## src/rtl/core/obb_pkg.sv

```systemverilog
// ---------------------------------------------------------------------------
// obb_pkg
// shared constants, types and small functions of the oriented box contact core
// ---------------------------------------------------------------------------
package obb_pkg;

  localparam int COORD_WIDTH_DEF = 24;
  localparam int ANG_W           = 16;
  localparam int FRAC_W          = 14;   // angle bits inside one quadrant
  localparam int NRM_W           = 16;   // q1.14 normal width
  localparam int Q14_ONE         = 16384;
  localparam int CORDIC_STEPS    = 15;
  localparam int CORDIC_GAIN     = 10188014;
  localparam int CORD_W          = 26;   // cordic x/y width
  localparam int Z_W             = 17;   // cordic residual angle width
  localparam int ROUND_HALF      = 512;
  localparam int ROUND_SHIFT     = 10;
  localparam int CTR_SHIFT       = 15;   // centre scale in projections
  localparam int PROJ_SHIFT      = 29;   // projection scale back to q15.8
  localparam int UW              = 30;   // magnitude of normal dot rotated axis
  localparam int NUM_EDGES       = 4;
  localparam int NUM_AXES        = 8;

  localparam int EDGE_BOTTOM = 0;
  localparam int EDGE_RIGHT  = 1;
  localparam int EDGE_TOP    = 2;
  localparam int EDGE_LEFT   = 3;

  typedef enum logic [1:0] {
    QUAD_I   = 2'd0,
    QUAD_II  = 2'd1,
    QUAD_III = 2'd2,
    QUAD_IV  = 2'd3
  } quad_t;

  typedef struct packed {
    logic signed [NRM_W-1:0] c;
    logic signed [NRM_W-1:0] s;
  } trig_t;

  // arctangent of 2^-i in binary angle units
  function automatic logic signed [Z_W-1:0] atan_unit(input int i);
    logic signed [Z_W-1:0] r;
    case (i)
      0:       r = Z_W'(8192);
      1:       r = Z_W'(4836);
      2:       r = Z_W'(2555);
      3:       r = Z_W'(1297);
      4:       r = Z_W'(651);
      5:       r = Z_W'(326);
      6:       r = Z_W'(163);
      7:       r = Z_W'(81);
      8:       r = Z_W'(41);
      9:       r = Z_W'(20);
      10:      r = Z_W'(10);
      11:      r = Z_W'(5);
      12:      r = Z_W'(3);
      13:      r = Z_W'(1);
      14:      r = Z_W'(1);
      default: r = '0;
    endcase
    return r;
  endfunction

  // round cordic value to q1.14 and clamp to one
  function automatic logic signed [NRM_W-1:0] round_q14(input logic signed [CORD_W-1:0] v);
    logic signed [CORD_W-1:0] t;
    logic signed [NRM_W-1:0]  r;
    t = (v + signed'(CORD_W'(ROUND_HALF))) >>> ROUND_SHIFT;
    if (t > signed'(CORD_W'(Q14_ONE))) begin
      r = NRM_W'(Q14_ONE);
    end else if (t < -signed'(CORD_W'(Q14_ONE))) begin
      r = -NRM_W'(Q14_ONE);
    end else begin
      r = t[NRM_W-1:0];
    end
    return r;
  endfunction

  // unfold first-quadrant result to the full turn
  function automatic trig_t fold_trig(input quad_t q, input logic zr,
                                      input logic signed [CORD_W-1:0] x,
                                      input logic signed [CORD_W-1:0] y);
    logic signed [NRM_W-1:0] c0;
    logic signed [NRM_W-1:0] s0;
    trig_t r;
    if (zr) begin
      c0 = NRM_W'(Q14_ONE);
      s0 = '0;
    end else begin
      c0 = round_q14(x);
      s0 = round_q14(y);
    end
    case (q)
      QUAD_I: begin
        r.c = c0;
        r.s = s0;
      end
      QUAD_II: begin
        r.c = -s0;
        r.s = c0;
      end
      QUAD_III: begin
        r.c = -c0;
        r.s = -s0;
      end
      default: begin
        r.c = s0;
        r.s = -c0;
      end
    endcase
    return r;
  endfunction

endpackage

```

## src/rtl/core/obb_select.sv

```systemverilog
// ---------------------------------------------------------------------------
// obb_select
// least overlap axis by a registered tree, direction flip, depth saturation
// ---------------------------------------------------------------------------
module obb_select #(
  parameter int CW = obb_pkg::COORD_WIDTH_DEF
) (
  input  logic                                             clk,
  input  logic                                             rst,
  input  logic                                             in_valid,
  output logic                                             in_ready,
  input  logic [obb_pkg::NUM_AXES-1:0]                     gap,
  input  logic [obb_pkg::NUM_AXES-1:0][CW+32:0]            ov,
  input  logic [obb_pkg::NUM_AXES-1:0][obb_pkg::NRM_W-1:0] nx,
  input  logic [obb_pkg::NUM_AXES-1:0][obb_pkg::NRM_W-1:0] ny,
  input  logic [CW:0]                                      ddx,
  input  logic [CW:0]                                      ddy,
  output logic                                             out_valid,
  input  logic                                             out_ready,
  output logic                                             hit,
  output logic [obb_pkg::NRM_W-1:0]                        normal_x,
  output logic [obb_pkg::NRM_W-1:0]                        normal_y,
  output logic [CW-2:0]                                    depth
);

  localparam int NS = 5;
  localparam int NW = obb_pkg::NRM_W;
  localparam int PW = CW + 33;
  localparam int XW = CW + 1 + NW;   // delta times normal
  localparam int SW = XW + 1;

  logic [NS-1:0] v;
  logic [NS:0]   rdy;

  logic                 gp [NS-1];
  logic signed [CW:0]   dx [3];
  logic signed [CW:0]   dy [3];

  logic [PW-1:0]        ov1 [4];
  logic [NW-1:0]        nx1 [4];
  logic [NW-1:0]        ny1 [4];
  logic [PW-1:0]        ov2 [2];
  logic [NW-1:0]        nx2 [2];
  logic [NW-1:0]        ny2 [2];
  logic [PW-1:0]        ov3;
  logic signed [NW-1:0] nx3;
  logic signed [NW-1:0] ny3;

  logic signed [XW-1:0] px4;
  logic signed [XW-1:0] py4;
  logic signed [NW-1:0] nx4;
  logic signed [NW-1:0] ny4;
  logic [CW-2:0]        dep4;

  logic signed [SW-1:0] dir;

  always_comb begin
    rdy[NS] = out_ready;
    for (int k = NS - 1; k >= 0; k--) begin
      rdy[k] = !v[k] || rdy[k+1];
    end
  end

  assign in_ready = rdy[0];

  always_ff @(posedge clk) begin
    if (rst) begin
      v <= '0;
    end else begin
      if (rdy[0]) v[0] <= in_valid;
      for (int k = 1; k < NS; k++) begin
        if (rdy[k]) v[k] <= v[k-1];
      end
    end
  end

  assign dir = SW'(px4) + SW'(py4);

  always_ff @(posedge clk) begin
    // pairs: the later axis wins only when strictly smaller
    if (rdy[0]) begin
      for (int i = 0; i < 4; i++) begin
        if (ov[2*i+1] < ov[2*i]) begin
          ov1[i] <= ov[2*i+1];
          nx1[i] <= nx[2*i+1];
          ny1[i] <= ny[2*i+1];
        end else begin
          ov1[i] <= ov[2*i];
          nx1[i] <= nx[2*i];
          ny1[i] <= ny[2*i];
        end
      end
      gp[0] <= |gap;
      dx[0] <= ddx;
      dy[0] <= ddy;
    end
    if (rdy[1]) begin
      for (int i = 0; i < 2; i++) begin
        if (ov1[2*i+1] < ov1[2*i]) begin
          ov2[i] <= ov1[2*i+1];
          nx2[i] <= nx1[2*i+1];
          ny2[i] <= ny1[2*i+1];
        end else begin
          ov2[i] <= ov1[2*i];
          nx2[i] <= nx1[2*i];
          ny2[i] <= ny1[2*i];
        end
      end
      gp[1] <= gp[0];
      dx[1] <= dx[0];
      dy[1] <= dy[0];
    end
    if (rdy[2]) begin
      if (ov2[1] < ov2[0]) begin
        ov3 <= ov2[1];
        nx3 <= nx2[1];
        ny3 <= ny2[1];
      end else begin
        ov3 <= ov2[0];
        nx3 <= nx2[0];
        ny3 <= ny2[0];
      end
      gp[2] <= gp[1];
      dx[2] <= dx[1];
      dy[2] <= dy[1];
    end
    if (rdy[3]) begin
      px4 <= dx[2] * nx3;
      py4 <= dy[2] * ny3;
      nx4 <= nx3;
      ny4 <= ny3;
      if (|ov3[PW-1:obb_pkg::PROJ_SHIFT+CW-1]) begin
        dep4 <= '1;
      end else begin
        dep4 <= ov3[obb_pkg::PROJ_SHIFT+CW-2:obb_pkg::PROJ_SHIFT];
      end
      gp[3] <= gp[2];
    end
    if (rdy[4]) begin
      hit <= !gp[3];
      if (gp[3]) begin
        normal_x <= '0;
        normal_y <= '0;
        depth    <= '0;
      end else begin
        normal_x <= dir[SW-1] ? -nx4 : nx4;
        normal_y <= dir[SW-1] ? -ny4 : ny4;
        depth    <= dep4;
      end
    end
  end

  assign out_valid = v[NS-1];

endmodule

```

## config.mk

```make
export PLATFORM = sky130hd
export DESIGN_NAME = obb_select
export DESIGN_NICKNAME = d
export VERILOG_FILES = /design/src/rtl/core/obb_pkg.sv /design/src/rtl/core/obb_select.sv
export SDC_FILE = /design/constraint.sdc
export NUM_CORES = 2
export LEC_CHECK = 0
export BUFFER_PORTS_ARGS = -buffer_cell sky130_fd_sc_hd__buf_4
export CORE_MARGIN = 5
export CORE_UTILIZATION = 65
export DETAILED_ROUTE_END_ITERATION = 10
export PLACE_DENSITY = 0.87
export SLEW_MARGIN = 20
export SYNTH_ARGS = -nofsm -noshare
export SYNTH_HDL_FRONTEND = slang
export SYNTH_SLANG_ARGS = --single-unit
```

## constraint.sdc

```tcl
create_clock -name clk -period 32.2 [get_ports clk]
set_input_delay 6.44 -clock clk [delete_from_list [all_inputs] [get_ports clk]]
set_output_delay 6.44 -clock clk [all_outputs]
set_load 0.05 [all_outputs]
```

==> reports/qor.yml <==
global_route:
  grt_util_all_layers: 0.370
  antenna_found_initial: 90
  grt_pass1_wl_um: 337000
  gr-total-overflow: 0
  grt_max_degree: 138
  grt_pass1_vias: 56500
placement:
  post_dp_cell_area_sq_mm: 0.0835
  hpwl_um: 182000
  io_buffers: 831
  place.gp.congestion: 1.01
sta:
  setup_violations: 0
  fmax_mhz: 66.6
  worstMarginPinSlew_ns: 1.16
  clock-skew-final_ns: 0.0332
  fin_crit_sh: 0.466
  drv_slew: 0
  min_period_ns: 15.01
  final_hold_viol_count: 0
  slew_headroom: 0.227
  tns_ns: 0
  rsz0062_at_grt: "false"
  whs_ns: 0.414
clock_network:
  htreeDepth: 3
  holdBufCountCts: 0
  cts_buffer_depth: 3
  cts_buffers: 99
  cts_resized: 0
  numClockSinks: 946
  cts-root-buf: "clkbuf_16"
  cts_tree: "yes"
  postCtsSetupBuffers: 0
  clk_latency_ns: 0.71
  clk_pin_slew_worst_paths_ns: 0.07
final_layout:
  finalInstanceArea_sq_mm: 0.0872
  drive_above_1_share: 0.220
  fin_nets: 9524
  final_util: 0.751
  area_growth_pct: 15.0
critical_path:
  arrival_ns: 8.57
  regToRegEndpoint: "px4[39]$_DFFE_PP_"
  start_kind: "input port"
  worstRegToRegCells: 21
  path_cells: "buf_4 -> nor2b_1 -> and3_1 -> and3_1 -> inv_8 -> buf_4"
  crit_fanout: 48
  regToRegStartpoint: "nx3[15]$_DFFE_PP_"
  criticalPathCategory: "input port to primary output"
  crit_path_top_delay_cell: "and3_1"
  slowest_delay_ns: 0.63
  cp_top_family: "simple AND/OR/NAND/NOR gates"
  cp_data_required_time_ns: 25.76
  critPathBufInv: 3
  ff2ff_setup_slack_ns: 24.57
  end_kind: "primary output"
worst_hold_path:
  min_path_type: "register to register"
  hold_depth: 0
  min_from: "dy[0][35]$_DFFE_PP_"
  hold_end: "dy[0][60]$_DFFE_PP_"
routing:
  routed_wl_um: 229000
  wl_per_cell_um: 25.4
  first_pass_iters: 5
  drc: 0
  viasPerCell: 5.96
  drt_iter0_drc: 5264
  vias: 53800
  ant_nets: 0
synth:
  avgSynthCellArea_sq_um: 11.5
  ys_async_sr_fraction: 0
  syn-num-nets: 8749
  synth-edff-count: 941
  ys.flop_type: "edfxtp_1"
  syn_inst: 6565
  synth.distinct_cells: 64
  syn_area_sq_mm: 0.0758
  ys_seq_elements: 946
  ys_seq_area_frac: 0.374
  yosysWarningCount: 0
floorplanning:
  pin_count: 832
  die_x_um: 351
  chipHeight_um: 351
  fp-row-count: 125
  core_area_sq_mm: 0.116
  initial_core_util: 0.653
  design.die.area_sq_mm: 0.124
status:
  outcome: "completed"
flow_run:
  drv_cap: 0
## worst max-delay path by stage
stage,end,from,slack (ns),depth (start not counted)
2_1_floorplan,in_ready,out_ready,10.60,5
3_3_place_gp,in_ready,out_ready,17.29,6
3_5_place_dp,in_ready,out_ready,17.22,6
4_1_cts,in_ready,out_ready,17.22,6
5_1_grt,in_ready,out_ready,17.08,6
6_report,in_ready,out_ready,17.19,6
## cell families after synthesis
family,count (synthesis),synth area share
fa+ha+maj,1410,0.310
mux,596,0.0885
flops,946,0.374
compound gates,646,0.0534
xor+xnor,88,0.0102
simple gates,1335,0.0867
buf+inv,1544,0.0774
## worst reg2reg max path, cell delays in order, from the launching register on
cell,delay (ns)
edfxtp_1,0.39
buf_4,0.22
inv_1,0.62
nor2_1,0.18
fa_1,0.55
fa_1,0.54
fa_1,0.52
fa_1,0.53
fa_1,0.57
inv_1,0.07
fa_1,0.54
inv_1,0.09
ha_1,0.40
nand3_1,0.20
nor2_1,0.06
a221oi_1,0.50
nand3_1,0.21
a31oi_1,0.42
o311ai_0,0.28
a31oi_1,0.24
o21bai_1,0.10
xor2_1,0.15
## layout make-up
cell class / count / area, sq um
flip-flops and latches: 946 / 28400
diodes: 78 / 195
well taps: 1524 / 1910
clock buffers: 116 / 2580
repair buffers: 881 / 6680
multi-input cells: 4075 / 41700
inverters: 1337 / 5040
clock inverters: 66 / 762
fillers: 7270 / 28900
## synth_stat cells (all sizes together) (6+ instances only)
master / number / share of area
nand2: 517 / 0.026
nand3: 44 / 0.0029
o21a: 16 / 0.0016
a221oi: 6 / 0.00069
fa: 776 / 0.20
nand2b: 24 / 0.0020
xnor2: 70 / 0.0081
o2111ai: 9 / 0.0010
o21bai: 19 / 0.0019
nor2b: 49 / 0.0040
a21oi: 194 / 0.013
mux2: 594 / 0.088
nand4: 77 / 0.0064
nor3: 42 / 0.0028
o31ai: 6 / 0.00059
clkbuf: 156 / 0.0077
o21ai: 151 / 0.010
nor4: 12 / 0.0011
o211ai: 25 / 0.0025
and2: 318 / 0.026
or3: 60 / 0.0050
inv: 1336 / 0.066
or4: 7 / 0.00069
a211oi: 40 / 0.0040
a31oi: 22 / 0.0018
a2111oi: 14 / 0.0016
and3: 12 / 0.00099
edfxtp: 941 / 0.37
ha: 634 / 0.10
xor2: 18 / 0.0021
buf: 51 / 0.0035
a21o: 103 / 0.010
nor2: 164 / 0.0081
## metrics by stage
stage	instances	setup WS, ns
4_1_cts	8941	17.22
2_1_floorplan	6565	10.60
6_report	9023	17.19
3_5_place_dp	8759	17.22
5_1_grt	8982	17.08
3_3_place_gp	8759	17.29
## placed cells by master, fill, tap and decap left out, drive strengths merged, types with 60 or more instances in the layout
master,n
inv,1341
edfxtp,941
buf,881
fa,776
ha,634
mux2,594
nand2,517
and2,318
a21oi,194
nor2,164
o21ai,151
clkbuf,116
a21o,103
diode,78
nand4,77
xnor2,70
or3,60
## state kept, by name, indices dropped and copies added (netlist names), 28 cells and up
name / cells
dx: 75
nx1: 64
nx2: 32
ny1: 64
px4: 41
ov1: 228
ov3: 28
ny2: 32
dy: 75
ov2: 114
py4: 41
## metal layers
metal | track usage | up-vias | wire, um
li1 | - | 23400 | -
met1 | 0.443 | 26700 | 77900
met2 | 0.612 | 2934 | 111000
met3 | 0.0880 | 748 | 23100
met4 | 0.222 | 30 | 16900
met5 | 0 | - | 202
Power is not shown: default switching activity piles up to over one toggle a cycle in this logic, so the estimate is an artifact.
